## src/rtl/etp_ram.sv

```systemverilog
// Generic simple dual-port RAM: one write port, one read port, registered read.
// Read data holds while the read enable is low. No dependencies.
module etp_ram #(
  parameter int unsigned WIDTH = 8,
  parameter int unsigned DEPTH = 16
) (
  input  logic                     clk_i,
  input  logic                     we_i,
  input  logic [$clog2(DEPTH)-1:0] waddr_i,
  input  logic [WIDTH-1:0]         wdata_i,
  input  logic                     re_i,
  input  logic [$clog2(DEPTH)-1:0] raddr_i,
  output logic [WIDTH-1:0]         rdata_o
);

  logic [WIDTH-1:0] mem_q [DEPTH];
  logic [WIDTH-1:0] rdata_q;

  always_ff @(posedge clk_i) begin
    if (we_i) begin
      mem_q[waddr_i] <= wdata_i;
    end
    if (re_i) begin
      rdata_q <= mem_q[raddr_i];
    end
  end

  assign rdata_o = rdata_q;

endmodule

```

## config.mk

```make
export PLATFORM = sky130hd
export DESIGN_NAME = etp_ram
export DESIGN_NICKNAME = d
export VERILOG_FILES = /design/src/rtl/etp_ram.sv
export SDC_FILE = /design/constraint.sdc
export NUM_CORES = 1
export LEC_CHECK = 0
export BUFFER_PORTS_ARGS = -buffer_cell sky130_fd_sc_hd__buf_4
export CORE_MARGIN = 5
export CORE_UTILIZATION = 40
export CTS_CLUSTER_SIZE = 40
export DETAILED_ROUTE_END_ITERATION = 12
export HOLD_SLACK_MARGIN = 0.15
export PLACE_DENSITY = 0.55
export SLEW_MARGIN = 20
export SYNTH_ARGS = -nofsm -noshare
export SYNTH_HDL_FRONTEND = slang
export SYNTH_SLANG_ARGS = --single-unit
export TNS_END_PERCENT = 10
```

## constraint.sdc

```tcl
create_clock -name clk_i -period 1.7 [get_ports clk_i]
set_input_delay 0.085 -clock clk_i [delete_from_list [all_inputs] [get_ports clk_i]]
set_output_delay 0.085 -clock clk_i [all_outputs]
set_load 0.03 [all_outputs]
```

==> results.txt, run 1 <==
Synth Warn # -> 0
Postcts setup bufs -> 0
Pin count of the biggest net entering global routing -> 19
Routed WL per cell -> 21.8 um
Critical path peak fanout -> 1
Mapped Area -> 5230 um2
CTS Hold Bufs -> 9
Count leader, synth -> edfxtp_1
Area leader, netlist -> edfxtp_1
CTS tree -> built
Antenna Cells -> 0
Starting Density -> 41.1%
Worst hold slack -> 0.199 ns
Final Max Tran Viols -> 0
Ports -> 27
Synth top area cells -> edfxtp_1 78%, mux4_2 7.8%, mux4_1 7.0%
Top achievable clock speed -> 643 MHz
GP Congestion -> 0.722
Async SR Flop Fraction -> 0%
Buf/Inv on CP -> 0
Dpl cell area -> 5760 um2
Seq/Total Area, Yosys -> 78.1%
Share of cells above drive strength 1 -> 30.9%
Die span in x -> 124 um
Reg clk slew, reported paths -> 0.06 ns
Fin area -> 6380 um2
Vias in the first global route -> 2643
Worst Hold Launch -> waddr_i[0]
Skew-Pair Late Insertion Delay -> 0.41 ns
Max Cap Violations -> 0
Syn_nets -> 248
DRT iter0 DRCs -> 256
Layout area overhead -> 22.0%
Outcome -> finished, final reports clean
Worst Path Required -> 1.84 ns
Hold Crit Class -> in2reg
Cell count after synthesis -> 229
Initial antenna violation count -> 0
Leakage -> 2.17 nW
Core ar. -> 12700 um2
Yosys cell types -> 18
# fillers -> 1070
Final core utilization -> 50.1%
Largest stage delay, worst path -> 0.47 ns
Worst r2r src -> mem_q[2][7]
Pwr/cell area -> 1170 nW/um2
Hold Fails Final Rpt -> 0
Total congestion overflow -> 0
Seq cells post-synth -> 136
Post-route ant nets -> 0
Critical Path End Type -> register
Post-synth EDFFs -> 136
Final TNS setup -> 0 ns
Worst Path Arrival -> 1.70 ns
Maximum VDD drop -> 0.000792 V
IO Port Bufs -> 26
Root Buffer -> clkbuf_16
Crit path launch -> mem_q[2][7]
Num rows -> 41
Hpwl dp -> 6.82 mm
Critical Path Source Type -> register
Delay-heaviest family, CP -> multiplexers
Detailed Routing Iterations Pass 1 -> 4
Fin crit period -> 1.56 ns
RSZ-0062 raised after global routing -> no
H-tree levels -> 4
Synth top area share -> 78.1%
Crit path max-delay cell type -> mux4_2
Die area -> 15500 um2
CTS sink count -> 136
Vias per cell -> 5.12
Crit path kind -> reg2reg
Resized Gates After CTS -> 0
Via Count -> 2474
Die Height -> 124 um
Fin Clk Skew -> 0.00630 ns
First-pass GRT wire length -> 16.6 mm
Worst-path cell chain -> mux4_2 -> a22oi_1 -> nand2_1
Final net count -> 317
Final wirelength -> 10.6 mm
Mean Syn Cell Area -> 22.8 um2
CTS Buf Count -> 17
DRC violations left -> 0
Worst-margin pin slew -> 0.449 ns
Total track usage -> 14.5%
Ys flop type -> edfxtp_1
Top cells by count, synth -> 136 x edfxtp_1, 18 x mux4_2, 16 x a22oi_1
Setup Viol. Count Final -> 0
Final cell count without fillers -> 483
Final worst-path cycle share -> 91.5%
Clk buf depth -> 2
Slew headroom -> 70.0%
Cells after DPL -> 442
worst register-to-register path, delay by kind of cell (launching register included):
kind	cells	cell delay, ns
mux	1	0.47
flops	1	0.36
compound gates	1	0.33
simple gates	1	0.13
final timing paths:
kind                  to  slack, ns  cells after the start
max           rdata_o[7]       0.14                      3
min          mem_q[4][0]       0.20                      3
max reg2reg   rdata_o[7]       0.14                      3
min reg2reg   rdata_o[4]       0.75                      3
registers in the layout (all words and copies together), names as in the netlist:
register  flops
mem_q       128
rdata_o       8
per-layer routing:
| layer | up-vias | GRT usage [%] | share of wire (%) |
|---|---|---|---|
| met1 | 1279 | 20.5 | 46 |
| met5 | - | 0 | 0 |
| met4 | 0 | 5.42 | 1.0 |
| li1 | 1124 | - | - |
| met2 | 63 | 22.0 | 49 |
| met3 | 8 | 3.47 | 4.3 |
layout make-up:
type | instances | area [um2] | share of cell area [%]
timing repair buffer | 60 | 498 | 7.81
clock inverter | 10 | 80.1 | 1.26
clock buffer | 22 | 444 | 6.96
multi-input combinational | 83 | 1060 | 16.6
tap | 172 | 215 | 3.37
sequential | 136 | 4080 | 64.0
cell usage in the layout, fill, tap and decap left out:
cell type / instances
clkinvlp_4: 1
a22oi_1: 16
clkbuf_16: 17
clkbuf_1: 5
nand2_1: 9
nor2b_1: 1
bufinv_16: 1
edfxtp_1: 136
dlygate4sd3_1: 9
or3b_2: 1
nor3_1: 4
mux4_2: 18
nand3b_1: 2
buf_4: 49
mux4_1: 14
nand3_1: 1
clkinv_2: 6
clkinv_4: 1
and2b_1: 1
nand2b_1: 2
nor2_1: 13
and2_1: 1
clkinv_1: 1
buf_12: 2
per-stage QoR:
step	worst slack [ns]	power [mW]
2_1_floorplan	0.122	4.09
3_3_place_gp	0.0197	4.28
3_5_place_dp	0.0233	4.28
4_1_cts	0.129	7.54
5_1_grt	0.0693	7.72
6_report	0.145	7.47
cell families (layout without fill, tap and decap cells):
| family | Yosys count | count (layout) | synth area share (%) |
|---|---|---|---|
| AND/OR/NAND/NOR | 35 | 35 | 3.14 |
| buffers and inverters | 10 | 92 | 1.65 |
| flip-flops | 136 | 136 | 78.1 |
| AO/OA/AOI/OAI | 16 | 16 | 2.30 |
| multiplexers | 32 | 32 | 14.8 |
power by group:
group	internal [mW]	switching, mW	total [mW]
combinational	0.190	0.233	0.423
sequential	3.78	0.0202	3.80
clock	1.99	1.26	3.25
Note: power is estimated with default switching activity, not from simulation.
==> run 2, diff against run 1 <==
--- a/config.mk
+++ b/config.mk
@@ -6,7 +6,7 @@
 export NUM_CORES = 1
 export LEC_CHECK = 0
 export BUFFER_PORTS_ARGS = -buffer_cell sky130_fd_sc_hd__buf_4
-export CORE_MARGIN = 5
+export CAP_MARGIN = 25
 export CORE_UTILIZATION = 40
 export CTS_CLUSTER_SIZE = 40
 export DETAILED_ROUTE_END_ITERATION = 12
==> run 2 against run 1 <==
Compared with the run above:
- sequential power is essentially flat
- global-route usage rose by 2.1 points
- sequential cell count is the same
- via count shrank 0.12%
- non-clock buffer count is 2 higher
- cell count up 0.41%
- fmax grew 2.5%
- combinational power rose by 2%
- critical path depth stayed put
- wire length decreased by 6.6%
- utilization increased by 1.1 points
- highest routed layer unchanged
==> results.txt, run 2 (synthesis gave the netlist of run 1 again) <==
Outcome -> finished, final reports clean
Hold Crit Class -> in2reg
CTS sink count -> 136
Root Buffer -> clkbuf_16
Commonest non-fill, non-tap cell in the layout -> edfxtp_1
Reg2reg end -> rdata_o[2]
DRT iter0 DRCs -> 168
Total track usage -> 16.6%
Leakage -> 2.21 nW
Total congestion overflow -> 0
Routed WL per cell -> 20.3 um
Worst reg2reg path depth -> 3
Top achievable clock speed -> 659 MHz
# fillers -> 1047
Setup Viol. Count Final -> 0
Vias per cell -> 5.09
Ports -> 27
Worst Path Arrival -> 1.66 ns
Die area -> 13500 um2
Footprint of the multi-input gates -> 1060 um2
First-pass GRT wire length -> 15.2 mm
Worst Path Required -> 1.84 ns
Layout area overhead -> 24.1%
Hpwl dp -> 6.67 mm
Final TNS setup -> 0 ns
Max Cap Violations -> 0
Vias in the first global route -> 2562
Slew headroom -> 73.7%
Fin Clk Skew -> 0.00517 ns
Crit path launch -> mem_q[8][2]
CTS Buf Count -> 17
CTS tree -> built
IO Port Bufs -> 26
Core ar. -> 12700 um2
Pwr/cell area -> 1220 nW/um2
Skew-Pair Late Insertion Delay -> 0.40 ns
Worst r2r src -> mem_q[8][2]
Final core utilization -> 51.2%
Die span in x -> 116 um
Final wirelength -> 9.85 mm
Reg area -> 4080 um2
Post-route ant nets -> 0
Die Height -> 116 um
Pin count of the biggest net entering global routing -> 22
Initial antenna violation count -> 0
Detailed Routing Iterations Pass 1 -> 4
Top reg by flops -> mem_q
Hold Fails Final Rpt -> 0
Fin crit period -> 1.52 ns
Via Count -> 2471
Clk buf depth -> 2
Share of cells above drive strength 1 -> 30.7%
DRC violations left -> 0
Critical Path Source Type -> register
Final worst-path cycle share -> 89.3%
Dpl cell area -> 5800 um2
Maximum VDD drop -> 0.000649 V
Final cell count without fillers -> 485
Max reg flops -> 128
Most frequent cells in the layout -> 136 x edfxtp_1, 49 x buf_4, 18 x mux4_2, 17 x clkbuf_16, 16 x a22oi_1
Final net count -> 319
Reg clk slew, reported paths -> 0.05 ns
Critical Path End Type -> register
Num rows -> 41
Cells after DPL -> 444
Worst Setup EP -> rdata_o[2]
Antenna Cells -> 0
Crit path kind -> reg2reg
GP Congestion -> 0.756
Resized Gates After CTS -> 0
H-tree levels -> 4
Critical path peak fanout -> 1
Final Max Tran Viols -> 0
Worst R2R Setup Slack -> 0.18 ns
Fin area -> 6490 um2
RSZ-0062 raised after global routing -> no
Starting Density -> 41.3%
Worst-margin pin slew -> 0.395 ns
run 2: layout make-up:
| class | instances | area share (%) |
|---|---|---|
| multi-input cells | 83 | 16.3 |
| repair buffers | 62 | 8.29 |
| clock buffers | 20 | 6.73 |
| flip-flops and latches | 136 | 63.0 |
| clock inverters | 12 | 2.41 |
| well taps | 172 | 3.32 |
run 2: worst min-delay path by stage:
stage / cells past startpoint / from / slack, ns / endpoint
after global placement: 1 / wdata_i[7] / 0.40 / mem_q[5][7]
after CTS: 3 / waddr_i[0] / 0.18 / mem_q[4][0]
final: 3 / waddr_i[0] / 0.19 / mem_q[4][0]
after global routing: 3 / waddr_i[1] / 0.21 / mem_q[4][0]
after floorplan: 0 / wdata_i[0] / 0.18 / mem_q[0][0]
after detailed placement: 1 / wdata_i[7] / 0.41 / mem_q[6][7]
run 2: per-stage QoR:
step / hold WS, ns / setup WS (ns) / power [mW]
floorplan: 0.184 / 0.122 / 4.09
global placement: 0.399 / 0.0202 / 4.28
detailed placement: 0.405 / 0.0281 / 4.29
global route: 0.210 / 0.125 / 8.13
finish: 0.195 / 0.182 / 7.89
CTS: 0.183 / 0.160 / 7.95
run 2: where the power goes:
part           total, mW  internal (mW)  switching, mW
combinational      0.430          0.198          0.232
clock               3.66           2.42           1.24
sequential          3.80           3.78         0.0200
total               7.89           6.40           1.49
run 2: routing by layer:
layer / track usage (%) / part of all wire [%]
met2: 25.4 / 48
met4: 8.12 / 2.4
met5: 0 / 0
met1: 22.5 / 47
met3: 4.05 / 2.3
run 2: timing repair:
item	4_1_cts	5_1_grt
hold endpoints to repair	136	0
buffers inserted	0	0
hold buffers	9	0
run 2: critical path, cell delays in order, from the launching register on:
cell and delay (ns):
edfxtp_1 0.36, mux4_1 0.51, a22oi_1 0.30, nand2_1 0.09
